## config.mk

```make
export PLATFORM = sky130hd
export DESIGN_NAME = drm_cell
export DESIGN_NICKNAME = d
export VERILOG_FILES = /design/src/rtl/drm_pkg.sv /design/src/rtl/drm_cell.sv
export SDC_FILE = /design/constraint.sdc
export NUM_CORES = 1
export LEC_CHECK = 0
export ABC_AREA = 1
export BUFFER_PORTS_ARGS = -buffer_cell sky130_fd_sc_hd__buf_2
export CORE_MARGIN = 5
export CORE_UTILIZATION = 50
export DETAILED_ROUTE_END_ITERATION = 10
export PLACE_DENSITY = 0.74
export SLEW_MARGIN = 20
export SYNTH_ARGS = -nofsm -noshare
export SYNTH_HDL_FRONTEND = slang
export SYNTH_SLANG_ARGS = --single-unit
```

## constraint.sdc

```tcl
create_clock -name clk -period 23.8 [get_ports clk]
set_input_delay 4.76 -clock clk [delete_from_list [all_inputs] [get_ports clk]]
set_output_delay 4.76 -clock clk [all_outputs]
set_load 0.005 [all_outputs]
```

## src/rtl/drm_pkg.sv

```systemverilog
// Shared types, constants and the distance merge function for the delta-R matcher.
// Used by drm_cell and delta_r_nearest_unused_matcher_core; no dependencies.
package drm_pkg;

  localparam int MAX_CAND  = 64;
  localparam int FRAC_BITS = 8;

  localparam int ETA_W  = 12;
  localparam int PHI_W  = 11;
  localparam int OP_W   = 2;
  localparam int DIST_W = 24;
  localparam int MI_W   = 6;
  localparam int IDX_W  = $clog2(MAX_CAND);
  localparam int CNT_W  = $clog2(MAX_CAND + 1);
  localparam int DE_W   = ETA_W + 1;
  localparam int DP_W   = PHI_W + 2;

  localparam longint unsigned PI_Q30 = 64'd3373259426;
  localparam int PI_FIX     = int'((PI_Q30 + (64'd1 << (29 - FRAC_BITS))) >> (30 - FRAC_BITS));
  localparam int TWO_PI_FIX =
      int'((64'd2 * PI_Q30 + (64'd1 << (29 - FRAC_BITS))) >> (30 - FRAC_BITS));

  localparam logic [DIST_W-1:0] CUT_RESET = DIST_W'(2621);

  typedef enum logic [OP_W-1:0] {
    OP_LOAD  = 2'd0,
    OP_QUERY = 2'd1,
    OP_NEW   = 2'd2,
    OP_NONE  = 2'd3
  } op_t;

  typedef struct packed {
    logic              found;
    logic [IDX_W-1:0]  idx;
    logic [DIST_W-1:0] dsq;
  } best_t;

  typedef struct packed {
    logic                    vld;
    logic signed [ETA_W-1:0] ref_eta;
    logic signed [PHI_W-1:0] ref_phi;
    logic                    pend;
    logic [IDX_W-1:0]        pend_idx;
    logic [DIST_W-1:0]       sq_e;
    logic [DIST_W-1:0]       sq_p;
    best_t                   best;
  } tok_t;

  typedef struct packed {
    logic wr;
    logic clr;
    logic set_used;
  } cell_ctl_t;

  // resolve the pending candidate carried by a token against the running best
  function automatic best_t drm_merge(tok_t t, logic [DIST_W-1:0] cut);
    logic [DIST_W:0]   sum;
    logic [DIST_W-1:0] d;
    best_t             b;
    sum = {1'b0, t.sq_e} + {1'b0, t.sq_p};
    d   = sum[DIST_W] ? {DIST_W{1'b1}} : sum[DIST_W-1:0];
    b   = t.best;
    if (t.pend && (d < cut) && (!t.best.found || (d < t.best.dsq))) begin
      b.found = 1'b1;
      b.idx   = t.pend_idx;
      b.dsq   = d;
    end
    return b;
  endfunction

endpackage

```

## src/rtl/drm_cell.sv

```systemverilog
// One candidate cell of the matcher chain: holds eta, phi, valid and used mark.
// Resolves the previous cell's distance and squares its own. Depends on drm_pkg.
module drm_cell (
  input  logic                           clk,
  input  logic                           rst_n,
  input  logic [drm_pkg::IDX_W-1:0]      cell_idx,
  input  drm_pkg::cell_ctl_t             ctl,
  input  logic signed [drm_pkg::ETA_W-1:0] wr_eta,
  input  logic signed [drm_pkg::PHI_W-1:0] wr_phi,
  input  logic [drm_pkg::DIST_W-1:0]     cut,
  input  drm_pkg::tok_t                  tok_in,
  output drm_pkg::tok_t                  tok_out
);
  import drm_pkg::*;

  localparam logic signed [DP_W-1:0] PI_P  = DP_W'(PI_FIX);
  localparam logic signed [DP_W-1:0] TPI_P = DP_W'(TWO_PI_FIX);

  logic signed [ETA_W-1:0] eta_r;
  logic signed [PHI_W-1:0] phi_r;
  logic                    valid_r;
  logic                    used_r;
  tok_t                    tok_r;
  tok_t                    tok_nxt;

  logic signed [DE_W-1:0]   de;
  logic signed [DP_W-1:0]   dp_raw;
  logic signed [DP_W-1:0]   dp;
  logic signed [2*DE_W-1:0] pe;
  logic signed [2*DP_W-1:0] pp;

  always_comb begin
    de     = DE_W'(tok_in.ref_eta) - DE_W'(eta_r);
    dp_raw = DP_W'(tok_in.ref_phi) - DP_W'(phi_r);
    if (dp_raw > PI_P) begin
      dp = dp_raw - TPI_P;
    end else if (dp_raw < -PI_P) begin
      dp = dp_raw + TPI_P;
    end else begin
      dp = dp_raw;
    end
    pe = de * de;
    pp = dp * dp;

    tok_nxt          = tok_in;
    tok_nxt.best     = drm_merge(tok_in, cut);
    tok_nxt.pend     = valid_r && !used_r;
    tok_nxt.pend_idx = cell_idx;
    tok_nxt.sq_e     = DIST_W'(unsigned'(pe));
    tok_nxt.sq_p     = DIST_W'(unsigned'(pp));
  end

  always_ff @(posedge clk) begin
    if (ctl.wr) begin
      eta_r <= wr_eta;
      phi_r <= wr_phi;
    end
    if (!rst_n) begin
      tok_r.vld <= 1'b0;
      valid_r   <= 1'b0;
      used_r    <= 1'b0;
    end else begin
      tok_r <= tok_nxt;
      if (ctl.clr) begin
        valid_r <= 1'b0;
        used_r  <= 1'b0;
      end else if (ctl.wr) begin
        valid_r <= 1'b1;
        used_r  <= 1'b0;
      end else if (ctl.set_used) begin
        used_r <= 1'b1;
      end
    end
  end

  assign tok_out = tok_r;

endmodule

```

==> run metrics <==
Overflow after GRT 0; CP peak stage delay 670 ps; starting density of the core 0.507; Max Cap Viol 0; CTS Buf Count 17; CTS tree built; Area contributors post-synth fa_1, edfxtp_1, ha_1; crit path capture type flop; 1st-iter DRT viols 883; outcome completed; CTS H-tree lvls 4; Routed WL 48200 µm; antenna-violating nets left 0; most frequent cells in the layout inv_1, nand2_1, buf_2, fa_1, ha_1; Worst Setup Path Type in2reg; CORE AREA 37800 µm²; hold_buf cts 0; Final nets 3075; via/cell ratio 5.18; Skew-Pair Late Insertion Delay 430 ps; # clock sinks 133; pin count of the biggest net entering global routing 70; Slew Viols, Final 0; min-delay worst type reg2reg; WL per Instance 16.4 µm; number of synthesized register bits 133; Vias 15205; FMAX 79.1 MHz; PortBufs 275; number of I/O pins 278; clk slew on worst S/H paths 70 ps; CTS root buffer clkbuf_16; post-cts resize count 0; Yosys cell types 54; Overall Global Routing Usage 0.240; Die Y 206 µm; Final Cycle Share 0.531; antenna cells 0; area delta synth->final 13.0%; Critical Path RT 23990 ps; leading area contributor after synthesis fa_1; headroom to the max-slew limit 0.371; Clock Path Buffers 2; Cell Area, Synth 19100 µm²; sequential area share after synthesis 0.207; startpoint types input port; Tmin final 12640 ps; Mapped Cells 2138; CP most frequent cell fa_1; Avg Cell Area, Syn 8.96 µm²; Slowest-stage cell, CP xnor2_1; layout cells sized above 1 0.157; total die area 42300 µm²; GP Congestion 0.924; Clock Skews 10.6 ps; Residual DRC 0; Arr. time, crit path 12830 ps; # Post-CTS Setup Buffers 0; top-area cell type share of the netlist area 0.279; drt pass-1 iters 6; Site Rows 71; final hold violation count 0; setup_tns 0 ps; post-DP HPWL 40600 µm; Die W 206 µm; Warnings, synthesis 0; vias in the first global route 16554; global-route wire length before repair 81200 µm; crit-path max FO 27; most common cell after layout, fill and taps aside inv_1; initial antenna violation count 0; RSZ-0062 raised after global routing no; setup violators final 0; Worst-Margin Slew 944 ps
[logic make-up after synthesis]
logic type,Yosys count,synth area share
fa+ha+maj,495,0.428
other cells,1,0.000196
flops,133,0.207
xor+xnor,85,0.0428
simple gates,718,0.159
compound gates,195,0.0603
buf+inv,511,0.102
[final cells by class]
| class | count | area (µm²) |
|---|---|---|
| clock buffers | 18 | 429 |
| multi-input cells | 1497 | 13200 |
| clock inverters | 14 | 131 |
| flip-flops and latches | 133 | 3960 |
| well taps | 511 | 639 |
| repair buffers | 280 | 1420 |
| fillers | 3412 | 16100 |
| inverters | 483 | 1820 |
[cell usage after synthesis (all sizes together)]
library cell and n:
inv 480, nand2 392, fa 267, ha 228, nor2 189, edfxtp 130
nand3 95, a21oi 90, xor2 55, o21ai 44, xnor2 29, a21o 16
clkbuf 15, nand4 14, buf 13, or2 13, nor3 9, o21bai 9
a21boi 6, a31oi 6, o211ai 6, a211oi 5, clkinv 3, dfxtp 3
nor4 3, o21a 3, o31ai 3, a221oi 2, nand3b 2, a211o 1
a22oi 1, a31o 1, conb 1, nor4b 1, o2111ai 1, o221ai 1
xor3 1
[state kept, by name (all words and copies together), names as in the netlist]
register  count
tok_out     108
valid_r       1
phi_r        11
eta_r        12
used_r        1
[through the flow]
stage | std cells | instance area (µm²) | setup slack (ps) | hold slack [ps] | util
after detailed placement | 2904 | 21100 | 10770 | 480 | 0.558
after global placement | 2904 | 21100 | 11020 | 482 | 0.558
after global routing | 2936 | 21600 | 10610 | 527 | 0.573
after floorplan | 2141 | 19200 | 11900 | 468 | -
after CTS | 2936 | 21600 | 11230 | 494 | 0.573
final | 2936 | 21600 | 11160 | 501 | 0.573
[worst paths after layout]
path                           end  slack [ps]  cells past startpoint                 start
max          tok_out[52]$_DFFE_PP_       11160                     33            tok_in[86]
min           valid_r$_SDFFE_PP0P_         500                      2  valid_r$_SDFFE_PP0P_
max reg2reg  tok_out[52]$_DFFE_PP_       15150                     31    phi_r[0]$_DFFE_PP_
min reg2reg   valid_r$_SDFFE_PP0P_         500                      2  valid_r$_SDFFE_PP0P_
[critical path, delay by kind of cell]
| family | cells | cell delay [ps] |
|---|---|---|
| adder cells (fa/ha/maj) | 9 | 4050 |
| AND/OR/NAND/NOR | 12 | 1700 |
| AO/OA/AOI/OAI | 5 | 1200 |
| buffers and inverters | 6 | 420 |
| XOR/XNOR | 1 | 670 |
[layer usage]
layer	share of wire	vias to the layer above	wire, µm	track usage
li1	-	7224	-	-
met1	0.40	7487	19200	0.290
met2	0.53	412	25500	0.439
met3	0.046	82	2210	0.0339
met4	0.028	0	1340	0.0804
met5	0	-	0	0
Power is not shown: default switching activity piles up to over one toggle a cycle in this logic, so the estimate is an artifact.
